`src/hw/rtl/awpb_pkg.sv`:
```
// shared constants and control types for the age weighted pixel blend unit
// no dependencies; imported by every awpb module
`timescale 1ns / 1ps

package awpb_pkg;

   localparam int CHANNELS    = 4;
   localparam int CHAN_W      = 16;
   localparam int AGE_W       = 16;
   localparam int WEIGHT_W    = 16;
   localparam int DEN_W       = AGE_W + 1;
   localparam int DIV_STEPS   = WEIGHT_W;
   localparam int DIV_CNT_W   = $clog2(DIV_STEPS + 1);

   localparam int PIXELS      = 1024;
   localparam int SAMPLE_BITS = 16;
   localparam int PIXEL_SHIFT = $clog2(PIXELS + 1) - 1;

   localparam int PART_W      = CHAN_W + $clog2(CHANNELS);
   localparam int SUM_W       = 28;
   localparam int MEAN_W      = 18;

   localparam logic [CHAN_W-1:0] CHAN_MASK =
      CHAN_W'((64'd1 << SAMPLE_BITS) - 64'd1);
   localparam logic [SUM_W-1:0]  SUM_MAX   = '1;
   localparam logic [MEAN_W-1:0] MEAN_MAX  = 18'd262140;

   typedef logic [CHANNELS-1:0][CHAN_W-1:0] chan_vec_type;

   typedef struct packed {
      logic mul_en;
      logic add_en;
   } lane_ctl_type;

   typedef struct packed {
      logic commit;
      logic last;
   } merge_ctl_type;

endpackage

```
`src/hw/rtl/awpb_div.sv`:
```
// bit serial divider forming the blend weight age/(age+4) in unsigned q0.16
// depends on awpb_pkg
`timescale 1ns / 1ps

module awpb_div (
   input  logic                          clock,
   input  logic                          reset,
   input  logic                          start,
   input  logic [awpb_pkg::AGE_W-1:0]    age,
   output logic                          done,
   output logic [awpb_pkg::WEIGHT_W-1:0] weight
);
   import awpb_pkg::*;

   logic [DIV_CNT_W-1:0] cnt_ff, cnt_in;
   logic                 done_ff, done_in;
   logic [DEN_W-1:0]     den_ff, den_in;
   logic [DEN_W-1:0]     rem_ff, rem_in;
   logic [WEIGHT_W-1:0]  sh_ff, sh_in;
   logic [DEN_W-1:0]     start_den;
   logic [DEN_W:0]       trial;
   logic [DEN_W:0]       diff;
   logic                 fits;
   logic                 busy;

   assign busy      = (cnt_ff != '0);
   assign start_den = {1'b0, age} + DEN_W'(4);
   assign trial     = {rem_ff, sh_ff[WEIGHT_W-1]};
   assign diff      = trial - {1'b0, den_ff};
   assign fits      = (trial >= {1'b0, den_ff});

   always_comb begin
      cnt_in  = cnt_ff;
      done_in = 1'b0;
      den_in  = den_ff;
      rem_in  = rem_ff;
      sh_in   = sh_ff;
      if (start) begin
         cnt_in = DIV_CNT_W'(DIV_STEPS);
         den_in = start_den;
         rem_in = {1'b0, age};
         // low dividend bits hold the rounding term (age+4)/2
         sh_in  = start_den[DEN_W-1:1];
      end else if (busy) begin
         cnt_in  = cnt_ff - 1'b1;
         done_in = (cnt_ff == DIV_CNT_W'(1));
         rem_in  = fits ? diff[DEN_W-1:0] : trial[DEN_W-1:0];
         sh_in   = {sh_ff[WEIGHT_W-2:0], fits};
      end
   end

   always_ff @(posedge clock) begin
      den_ff <= den_in;
      rem_ff <= rem_in;
      sh_ff  <= sh_in;
      if (reset) begin
         cnt_ff  <= '0;
         done_ff <= 1'b0;
      end else begin
         cnt_ff  <= cnt_in;
         done_ff <= done_in;
      end
   end

   assign done   = done_ff;
   assign weight = sh_ff;

endmodule

```
`src/hw/rtl/awpb_lane.sv`:
```
// one channel lane: weighted blend of history and sample plus absolute change
// depends on awpb_pkg
`timescale 1ns / 1ps

module awpb_lane (
   input  logic                          clock,
   input  awpb_pkg::lane_ctl_type        ctl,
   input  logic [awpb_pkg::CHAN_W-1:0]   hist,
   input  logic [awpb_pkg::CHAN_W-1:0]   samp,
   input  logic [awpb_pkg::WEIGHT_W-1:0] weight,
   output logic [awpb_pkg::CHAN_W-1:0]   blended,
   output logic [awpb_pkg::CHAN_W-1:0]   delta
);
   import awpb_pkg::*;

   localparam int PROD_W = 2 * (CHAN_W + 1);
   localparam int ACC_W  = PROD_W + 1;

   logic signed [CHAN_W:0]   diff;
   logic signed [CHAN_W:0]   wt_s;
   logic signed [PROD_W-1:0] prod_ff, prod_in;
   logic signed [ACC_W-1:0]  acc;
   logic [CHAN_W-1:0]        nv_ff, nv_in;
   logic [CHAN_W-1:0]        delta_ff, delta_in;

   // a*h + (1-a)*s  ==  s + a*(h-s)
   assign diff    = $signed({1'b0, hist}) - $signed({1'b0, samp});
   assign wt_s    = $signed({1'b0, weight});
   assign prod_in = wt_s * diff;

   // sample term with the half lsb rounding constant folded in
   assign acc = $signed({(ACC_W - 2 * CHAN_W)'(0), samp, 16'h8000})
              + ACC_W'(prod_ff);
   assign nv_in    = acc[2*CHAN_W-1:CHAN_W];
   assign delta_in = (hist > nv_in) ? (hist - nv_in) : (nv_in - hist);

   always_ff @(posedge clock) begin
      if (ctl.mul_en) begin
         prod_ff <= prod_in;
      end
      if (ctl.add_en) begin
         nv_ff    <= nv_in;
         delta_ff <= delta_in;
      end
   end

   assign blended = nv_ff;
   assign delta   = delta_ff;

endmodule

```
`src/hw/rtl/awpb_merge.sv`:
```
// merges lane changes into the saturating block sum and forms the mean residual
// depends on awpb_pkg
`timescale 1ns / 1ps

module awpb_merge (
   input  logic                          clock,
   input  logic                          reset,
   input  awpb_pkg::merge_ctl_type       ctl,
   input  awpb_pkg::chan_vec_type        delta,
   output logic [awpb_pkg::MEAN_W-1:0]   mean
);
   import awpb_pkg::*;

   logic [SUM_W-1:0]  sum_ff, sum_in;
   logic [PART_W-1:0] part;
   logic [SUM_W:0]    total;
   logic [SUM_W-1:0]  sat;
   logic [SUM_W-1:0]  scaled;

   always_comb begin
      part = '0;
      for (int i = 0; i < CHANNELS; i++) begin
         part = part + PART_W'(delta[i]);
      end
   end

   assign total  = {1'b0, sum_ff} + (SUM_W + 1)'(part);
   assign sat    = total[SUM_W] ? SUM_MAX : total[SUM_W-1:0];
   assign scaled = sat >> PIXEL_SHIFT;
   assign mean   = (scaled > SUM_W'(MEAN_MAX)) ? MEAN_MAX : scaled[MEAN_W-1:0];

   always_comb begin
      sum_in = sum_ff;
      if (ctl.commit) begin
         sum_in = ctl.last ? '0 : sat;
      end
   end

   always_ff @(posedge clock) begin
      if (reset) begin
         sum_ff <= '0;
      end else begin
         sum_ff <= sum_in;
      end
   end

endmodule

```
`src/hw/rtl/age_weighted_pixel_blend_unit.sv`:
```
// a request in a block steps through the two stage lane multiply (mul, add) and
//   the merge state; one that opens a block first waits in the weight state
//   for the 16 step bit serial weight divider; req_stall holds off the next
//   request until the last leaves merge, where rsp_stall can hold it
// reset: synchronous, clears the sequencer, block sum, open block flag, rsp_valid
// top level; depends on awpb_pkg, awpb_div, awpb_lane, awpb_merge
`timescale 1ns / 1ps

module age_weighted_pixel_blend_unit (
   input  logic                          clock,
   input  logic                          reset,
   input  logic                          req_valid,
   output logic                          req_stall,
   input  logic [awpb_pkg::CHAN_W-1:0]   req_history_red,
   input  logic [awpb_pkg::CHAN_W-1:0]   req_history_green,
   input  logic [awpb_pkg::CHAN_W-1:0]   req_history_blue,
   input  logic [awpb_pkg::CHAN_W-1:0]   req_history_opacity,
   input  logic [awpb_pkg::CHAN_W-1:0]   req_sample_red,
   input  logic [awpb_pkg::CHAN_W-1:0]   req_sample_green,
   input  logic [awpb_pkg::CHAN_W-1:0]   req_sample_blue,
   input  logic [awpb_pkg::CHAN_W-1:0]   req_sample_opacity,
   input  logic [awpb_pkg::AGE_W-1:0]    req_block_age,
   input  logic                          req_last_pixel,
   output logic                          rsp_valid,
   input  logic                          rsp_stall,
   output logic [awpb_pkg::CHAN_W-1:0]   rsp_blended_red,
   output logic [awpb_pkg::CHAN_W-1:0]   rsp_blended_green,
   output logic [awpb_pkg::CHAN_W-1:0]   rsp_blended_blue,
   output logic [awpb_pkg::CHAN_W-1:0]   rsp_blended_opacity,
   output logic [awpb_pkg::MEAN_W-1:0]   rsp_mean_residual,
   output logic                          rsp_residual_valid
);
   import awpb_pkg::*;

   typedef enum logic [2:0] {
      ST_IDLE,
      ST_WEIGHT,
      ST_MUL,
      ST_ADD,
      ST_MERGE
   } state_type;

   state_type           state_ff, state_in;
   logic                inside_ff, inside_in;
   logic                last_ff, last_in;
   chan_vec_type        hist_ff, hist_in;
   chan_vec_type        samp_ff, samp_in;
   logic                rsp_valid_ff, rsp_valid_in;
   chan_vec_type        rsp_blend_ff, rsp_blend_in;
   logic [MEAN_W-1:0]   rsp_mean_ff, rsp_mean_in;
   logic                rsp_resv_ff, rsp_resv_in;

   chan_vec_type        req_hist;
   chan_vec_type        req_samp;
   chan_vec_type        lane_blend;
   chan_vec_type        lane_delta;
   logic                accept;
   logic                commit;
   logic                div_start;
   logic                div_done;
   logic [WEIGHT_W-1:0] weight;
   logic [MEAN_W-1:0]   merge_mean;
   lane_ctl_type        lane_ctl;
   merge_ctl_type       merge_ctl;

   assign req_hist = {req_history_opacity, req_history_blue,
                      req_history_green, req_history_red};
   assign req_samp = {req_sample_opacity, req_sample_blue,
                      req_sample_green, req_sample_red};

   assign req_stall = (state_ff != ST_IDLE);
   assign accept    = req_valid && !req_stall;
   assign commit    = (state_ff == ST_MERGE) && (!rsp_valid_ff || !rsp_stall);
   assign div_start = accept && !inside_ff;

   assign lane_ctl.mul_en = (state_ff == ST_MUL);
   assign lane_ctl.add_en = (state_ff == ST_ADD);
   assign merge_ctl.commit = commit;
   assign merge_ctl.last   = last_ff;

   awpb_div u_div (
      .clock  (clock),
      .reset  (reset),
      .start  (div_start),
      .age    (req_block_age),
      .done   (div_done),
      .weight (weight)
   );

   for (genvar g = 0; g < CHANNELS; g++) begin : g_lane
      awpb_lane u_lane (
         .clock   (clock),
         .ctl     (lane_ctl),
         .hist    (hist_ff[g]),
         .samp    (samp_ff[g]),
         .weight  (weight),
         .blended (lane_blend[g]),
         .delta   (lane_delta[g])
      );
   end

   awpb_merge u_merge (
      .clock (clock),
      .reset (reset),
      .ctl   (merge_ctl),
      .delta (lane_delta),
      .mean  (merge_mean)
   );

   always_comb begin
      state_in     = state_ff;
      inside_in    = inside_ff;
      last_in      = last_ff;
      hist_in      = hist_ff;
      samp_in      = samp_ff;
      rsp_valid_in = rsp_valid_ff && rsp_stall;
      rsp_blend_in = rsp_blend_ff;
      rsp_mean_in  = rsp_mean_ff;
      rsp_resv_in  = rsp_resv_ff;

      if (accept) begin
         last_in = req_last_pixel;
         for (int i = 0; i < CHANNELS; i++) begin
            hist_in[i] = req_hist[i] & CHAN_MASK;
            samp_in[i] = req_samp[i] & CHAN_MASK;
         end
      end

      case (state_ff)
         ST_IDLE: begin
            if (accept) begin
               state_in = inside_ff ? ST_MUL : ST_WEIGHT;
            end
         end
         ST_WEIGHT: begin
            if (div_done) begin
               state_in = ST_MUL;
            end
         end
         ST_MUL: begin
            state_in = ST_ADD;
         end
         ST_ADD: begin
            state_in = ST_MERGE;
         end
         ST_MERGE: begin
            if (commit) begin
               state_in     = ST_IDLE;
               inside_in    = !last_ff;
               rsp_valid_in = 1'b1;
               rsp_blend_in = lane_blend;
               rsp_mean_in  = last_ff ? merge_mean : '0;
               rsp_resv_in  = last_ff;
            end
         end
         default: begin
            state_in = ST_IDLE;
         end
      endcase
   end

   always_ff @(posedge clock) begin
      last_ff      <= last_in;
      hist_ff      <= hist_in;
      samp_ff      <= samp_in;
      rsp_blend_ff <= rsp_blend_in;
      rsp_mean_ff  <= rsp_mean_in;
      rsp_resv_ff  <= rsp_resv_in;
      if (reset) begin
         state_ff     <= ST_IDLE;
         inside_ff    <= 1'b0;
         rsp_valid_ff <= 1'b0;
      end else begin
         state_ff     <= state_in;
         inside_ff    <= inside_in;
         rsp_valid_ff <= rsp_valid_in;
      end
   end

   assign rsp_valid           = rsp_valid_ff;
   assign rsp_blended_red     = rsp_blend_ff[0];
   assign rsp_blended_green   = rsp_blend_ff[1];
   assign rsp_blended_blue    = rsp_blend_ff[2];
   assign rsp_blended_opacity = rsp_blend_ff[3];
   assign rsp_mean_residual   = rsp_mean_ff;
   assign rsp_residual_valid  = rsp_resv_ff;

   a_div_done_in_weight : assert property (@(posedge clock) disable iff (reset)
      div_done |-> (state_ff == ST_WEIGHT))
      else $error("weight divider finished outside the weight state");

   a_mean_zero_unless_last : assert property (@(posedge clock) disable iff (reset)
      (rsp_valid && !rsp_residual_valid) |-> (rsp_mean_residual == '0))
      else $error("mean residual nonzero on a pixel that does not close a block");

   a_accept_leaves_idle : assert property (@(posedge clock) disable iff (reset)
      accept |=> (state_ff != ST_IDLE))
      else $error("request accepted but sequencer stayed idle");

endmodule
```
`config.mk`:
```
export PLATFORM = sky130hd
export DESIGN_NAME = age_weighted_pixel_blend_unit
export DESIGN_NICKNAME = d
export VERILOG_FILES = /design/src/hw/rtl/awpb_pkg.sv /design/src/hw/rtl/awpb_div.sv /design/src/hw/rtl/awpb_lane.sv /design/src/hw/rtl/awpb_merge.sv /design/src/hw/rtl/age_weighted_pixel_blend_unit.sv
export SDC_FILE = /design/constraint.sdc
export NUM_CORES = 2
export LEC_CHECK = 0
export ABC_CLOCK_PERIOD_IN_PS = 21800
export BUFFER_PORTS_ARGS = -buffer_cell sky130_fd_sc_hd__buf_4
export CORE_ASPECT_RATIO = 0.8
export CORE_MARGIN = 1
export CORE_UTILIZATION = 40
export CTS_BUF_LIST = sky130_fd_sc_hd__clkbuf_16
export DETAILED_ROUTE_END_ITERATION = 8
export PLACE_DENSITY = 0.53
export SYNTH_ARGS = -nofsm -noshare
export SYNTH_HDL_FRONTEND = slang
export SYNTH_SLANG_ARGS = --single-unit
```
`constraint.sdc`:
```
create_clock -name clock -period 21.8 [get_ports clock]
set_clock_uncertainty 0.05 [all_clocks]
set_input_delay 2.18 -clock clock [delete_from_list [all_inputs] [get_ports clock]]
set_output_delay 2.18 -clock clock [all_outputs]
set_load 0.01 [all_outputs]
```
* Word-level counts from Yosys, hierarchy flattened
Index checks and enable logic that the tools add are counted.
** Storage, ports and cells
- Bits in read-only memories :: 0
- Bits in writable memories :: 0
- Output and inout bits :: 85
- Memories kept :: 0
- Flip-flop bits (word level) :: 557
- Word-level logic and storage cells :: 122
- Bits of input ports :: 149
- Latch bits :: 0
** Cells by class
- Multiply operators :: 4
- Reduce and logical (&&, ||, !) cells :: 19
- Div/mod/pow operators :: 0
- Shifts and indexed selects :: 0
- Add/subtract/negate cells :: 23
- Bitwise operators :: 2
- Order comparisons :: 6
- Equality and inequality tests :: 8
- Multiplexer cells :: 21
** Operators with widths (count)
- adder 32 bit :: 4
- multiplier 17 x 17 -> 32 bit :: 4
- 2-to-1 mux 16 bit :: 8
- subtractor 16 bit :: 8
- subtractor 16 x 16 -> 17 bit :: 4
- greater-than comparator 16 bit :: 4
- 2-to-1 mux 28 bit :: 2
- adder 18 x 16 -> 18 bit :: 2
- adder 28 x 18 -> 29 bit :: 1
- >= comparator 18 x 17 -> 1 bit :: 1
- greater-than comparator 18 bit, second input constant :: 1
- 2-to-1 mux 18 bit :: 1
- adder 16 x 16 -> 17 bit :: 1
- adder 16 x 3 -> 17 bit, second input constant :: 1
- 2-to-1 mux 17 bit :: 1
- subtractor 17 bit :: 1
- one-hot mux 3 bit (5 select lines) :: 1
- 2-to-1 mux 5 bit :: 2
- 2-to-1 mux 3 bit :: 3
- equality test 3 x 2 -> 1 bit, second input constant :: 2
- equality test 5 x 1 -> 1 bit, second input constant :: 1
- zero test 1 bit :: 5
- nonzero test 5 bit :: 1
- subtractor 5 x 1 -> 5 bit, second input constant :: 1
- 16 further kinds :: 23

* Logic depth before layout (Yosys ltp)
- Word-level depth :: 7
- Depth in mapped cells :: 35
- Depth with buffers taken out :: 34

* Hierarchy
A second synthesis with hierarchy kept.
** Second synthesis, totals
- Cell total of the unflattened synthesis :: 6967
- Area, all modules :: 67275.8 µm²
** Modules (own cells, without submodules)
- awpb_lane at g_lane[3].u_lane :: cells an instance 1450, seq. area each 1471.4 µm², area an instance 13305.3 µm², instances 1
- awpb_lane at g_lane[1].u_lane :: cells an instance 1471, seq. area each 1471.4 µm², area an instance 13279.0 µm², instances 1
- awpb_lane at g_lane[0].u_lane :: cells an instance 1460, seq. area each 1471.4 µm², area an instance 13188.9 µm², instances 1
- awpb_lane at g_lane[2].u_lane :: cells an instance 1433, seq. area each 1471.4 µm², area an instance 13080.0 µm², instances 1
- age_weighted_pixel_blend_unit :: cells an instance 263, seq. area each 6466.2 µm², area an instance 6742.7 µm², instances 1
- awpb_merge :: cells an instance 537, seq. area each 560.5 µm², area an instance 4129.0 µm², instances 1
- awpb_div :: cells an instance 353, seq. area each 1611.5 µm², area an instance 3550.9 µm², instances 1

* Worst setup path after synthesis
OpenSTA, ideal clock, no wires.
- Kind :: reg-to-reg
- Start :: register hist_ff[17] (netlist name)
- End :: register g_lane[1].u_lane.prod_ff[28] (data pin)
- Period minus slack after synthesis :: 8.135 ns
- Data required time :: 21.484 ns
- Arrival time :: 7.819 ns
- Stages on the path, launching flop included :: 33
- Buffers on the path :: 1
- Path slack :: 13.665 ns
- Cells stage by stage :: edfxtp_1 ha_1 nor2b_1 o21ai_0 a21boi_0 o21ai_0 a21boi_0 o21a_1 o21a_1 or4_1 nand3_1 clkbuf_1 nand2_1 fa_1 inv_1 fa_1 fa_1 fa_1 fa_1 inv_1 fa_1 inv_1 ha_1 a21o_1 a21o_1 a221o_1 a21oi_1 o21bai_1 o21a_1 nor2_1 nor2_1 a2111oi_0 nor2_1
** On the way
- Cells in the longest elaborated chain, start to end :: 2
** RTL lines
- from (decl) :: line age_weighted_pixel_blend_unit.sv:46 : chan_vec_type hist_ff, hist_in;
- from (signal assigned) :: line age_weighted_pixel_blend_unit.sv:164 : hist_ff <= hist_in;
- subtractor 16 x 16 -> 17 bit :: line awpb_lane.sv:27 : assign diff = $signed({1'b0, hist}) - $signed({1'b0, samp});
- multiplier 17 x 17 -> 32 bit :: line awpb_lane.sv:29 : assign prod_in = wt_s * diff;
- named net g_lane[1].u_lane.prod_in[28] :: line awpb_lane.sv:21 : logic signed [PROD_W-1:0] prod_ff, prod_in;
- to (signal assigned) :: line awpb_lane.sv:39 : prod_ff <= prod_in;
- to (decl) :: line awpb_lane.sv:21
The timed path passes the listed nets, and every way through them passes these cells.
A chain may end at the register's enable or synchronous reset.

* Final worst setup path
- Start :: register hist_ff[0] (netlist name)
- End :: register g_lane[0].u_lane.prod_ff[31] (data pin)
** On the way
- Cells in the longest elaborated chain, start to end :: 2
** RTL lines (line)
- subtractor 16 x 16 -> 17 bit :: awpb_lane.sv:27
- multiplier 17 x 17 -> 32 bit :: awpb_lane.sv:29
- named net g_lane[0].u_lane.prod_in[31] :: awpb_lane.sv:21
- to (signal assigned) :: awpb_lane.sv:39
- to (decl) :: awpb_lane.sv:21
The timed path passes the listed nets, and every way through them passes these cells.

==> summary.txt <==
Status
  • Status: complete, no violations

Critical path
  • Bufs and invs on worst path: 5
  • Startpoint Class: flip-flop
  • Worst Setup End Kind: flip-flop
  • Crit path max fanout: 10
  • Reg-to-reg slack, setup: 12580 ps
  • Cell depth of the worst setup path: 31
  • Worst path max stage delay: 570 ps
  • R2R cell count: 31
  • Most Frequent Cell on Critical Path: fa_1
  • WP data required: 22180 ps
  • Worst path slowest cell: o41ai_1
  • Reg-to-Reg End: g_lane[0].u_lane.prod_ff[31]$_DFFE_PN_
  • Crit path DAT: 9600 ps
  • Crit path kind: flip-flop to flip-flop
  • CP delay by family, top: compound AO/OA/AOI/OAI gates
  • Worst R2R Start: hist_ff[0]$_DFFE_PP_

Placed design
  • Placed Area: 70600 um2
  • Gpl congestion: 0.907
  • Hpwl dp: 142000 um
  • Number of I/O port buffers: 233

Clocking
  • Clk_lat worst skew: 710 ps
  • Hold_buf cts: 0
  • CTS H-tree lvls: 2
  • TritonCTS buffer count: 59
  • Post-CTS Resized: 0
  • Post-CTS setup buffer count: 0
  • CTS root buf: clkbuf_16
  • Clock Tree Buf Depth: 3
  • Clock-pin slew on the worst setup and hold paths: 60 ps
  • CTS tree: yes
  • CTS Sinks: 497

Hold path
  • Worst hold-check path type: flip-flop to flip-flop
  • Hold Path Stages: 0
  • Min-Delay Endpoint: rsp_blended_blue[0]$_DFFE_PP_
  • Hold_sp: g_lane[2].u_lane.blended[0]$_DFFE_PP_

Routing
  • DR vias: 47700
  • Drt total wl: 182000 um
  • DRT iter0 DRCs: 2927
  • Drt drc: 0
  • DR pass1 iterations: 6
  • Vias/cell: 5.12
  • DRT antenna net count: 0
  • Wire per inst: 19.6 um

Floorplanning
  • DIE HEIGHT: 366 um
  • Die width: 457 um
  • # rows: 133
  • Initial core utilization: 40.3%
  • Core region area: 164000 um2
  • Die Area: 167000 um2
  • IO Pins: 234

Global route
  • GR Overflow Total: 0
  • Global-route wire length before repair: 286000 um
  • Antenna violations before repair: 12
  • Gr usage total: 22.0%
  • Pin count of the biggest net entering global routing: 60
  • Vias in the first global route: 49300

STA
  • Final period utilization: 42.3%
  • Worst Tran Pin Value: 1200 ps
  • Min Tclk post-route: 9220 ps
  • RSZ-0062 raised after global routing: no
  • Final hold vios: 0
  • Final setup fails: 0
  • Fmax: 108 MHz
  • Slew Viols, Final: 0
  • Max-Slew Margin vs Limit: 20.2%
  • Sum Neg Setup Slack: 0 ps

Layout
  • Most frequent cells in the layout: 1430 x inv_1, 868 x fa_1, 772 x ha_1, 770 x nand2_1, 457 x edfxtp_1
  • Area delta synth->final: 9.52%
  • Fraction of layout cells with a size suffix above 1: 7.14%
  • Final nets: 8893
  • Most common cell after layout, fill and taps aside: inv_1
  • # diodes: 0
  • Final instance area: 72600 um2

Logic synthesis
  • Post-synth ARST share: 0%
  • Top FF cell, synth: edfxtp_1
  • Synthesized area: 66300 um2
  • Syn Nets: 8760
  • Mean post-synth cell area: 9.51 um2
  • Post-synth EDFFs: 457
  • Gate count after technology mapping: 6971
  • FF+latch count, synth: 497
  • Seq/Total Area, Yosys: 21.9%
  • Netlist cell types: 82
  • Synth warnings: 0

Run
  • Number of max-cap violations: 0
-- state kept, by name, indices dropped and copies added (netlist names) --
signal and cells:
g_lane.u_lane.prod_ff 68, g_lane.u_lane.blended 64, g_lane.u_lane.delta 64, hist_ff 64, samp_ff 64, u_merge.sum_ff 28, rsp_mean_residual 18, u_div.den_ff 17
u_div.rem_ff 17, rsp_blended_blue 16, rsp_blended_green 16, rsp_blended_opacity 16, rsp_blended_red 16, u_div.weight 16, u_div.cnt_ff 5, state_ff 3
inside_ff 1, last_ff 1, rsp_residual_valid 1, rsp_valid 1, u_div.done 1
-- through the flow --
step	cells	utilization (%)	hold WS [ps]	setup slack, ps
3_3_place_gp	9203	42.9	352	12810
6_report	9315	44.2	366	12580
4_1_cts	9315	44.2	368	12680
3_5_place_dp	9203	42.9	356	12730
2_1_floorplan	6971	-	350	13670
5_1_grt	9315	44.2	374	12150
-- worst max path at each step --
stage / endpoint / slack, ps / from
final: g_lane[0].u_lane.prod_ff[31]$_DFFE_PN_ / 12580 / hist_ff[0]$_DFFE_PP_
after global routing: g_lane[3].u_lane.prod_ff[31]$_DFFE_PN_ / 12150 / hist_ff[49]$_DFFE_PP_
after CTS: g_lane[0].u_lane.prod_ff[31]$_DFFE_PN_ / 12680 / hist_ff[0]$_DFFE_PP_
after detailed placement: g_lane[0].u_lane.prod_ff[31]$_DFFE_PN_ / 12730 / hist_ff[0]$_DFFE_PP_
after global placement: g_lane[3].u_lane.prod_ff[31]$_DFFE_PN_ / 12810 / hist_ff[49]$_DFFE_PP_
after floorplan: g_lane[1].u_lane.prod_ff[28]$_DFFE_PN_ / 13670 / hist_ff[17]$_DFFE_PP_
-- cells by family after synthesis --
family                   count (synthesis)  synth area share [%]
adder cells (fa/ha/maj)               1640                  40.8
XOR/XNOR                               306                  4.04
multiplexers                            60                 0.946
flip-flops                             497                  21.9
AO/OA/AOI/OAI                          842                  8.45
AND/OR/NAND/NOR                       1939                  14.3
buffers and inverters                 1687                  9.59
-- per-layer routing --
layer	part of all wire [%]	GRT usage (%)	wire [um]	vias up
met5	0	0	0	-
met4	2.5	5.65	4610	0
met3	5.6	3.40	10300	196
met2	45	34.9	81700	1103
met1	47	31.2	85900	23900
li1	-	-	-	22500
-- cell usage after synthesis, types with 30 or more instances --
master,count,area (um2)
nand3_1,94,470
inv_1,1427,5360
dfxtp_1,40,801
and2_1,317,1980
nor2b_1,156,976
mux2i_1,42,420
a31oi_1,30,188
fa_1,868,17400
or3_1,34,213
a21boi_0,30,225
a21oi_1,246,1230
o21a_1,35,263
a21o_1,112,841
nand2b_1,48,300
xor2_1,97,850
nor2_1,257,965
o21ai_0,126,631
clkbuf_1,238,893
nor3_1,94,470
o21bai_1,42,315
xnor2_1,209,1830
nand2_1,771,2890
a211oi_1,39,293
edfxtp_1,457,13700
and3_1,40,250
ha_1,772,9660
-- layout make-up --
class                      count  area [um2]
fill                       16100       91800
multi-input combinational   4787       45500
sequential                   497       14500
inverter                    1429        5370
tap                         2160        2700
timing repair buffer         330        2480
clock buffer                  59        1480
clock inverter                53         553
Power is left out: the tool's default activity adds up to more than one toggle a clock period on the data nets, which glitch-free logic cannot reach.
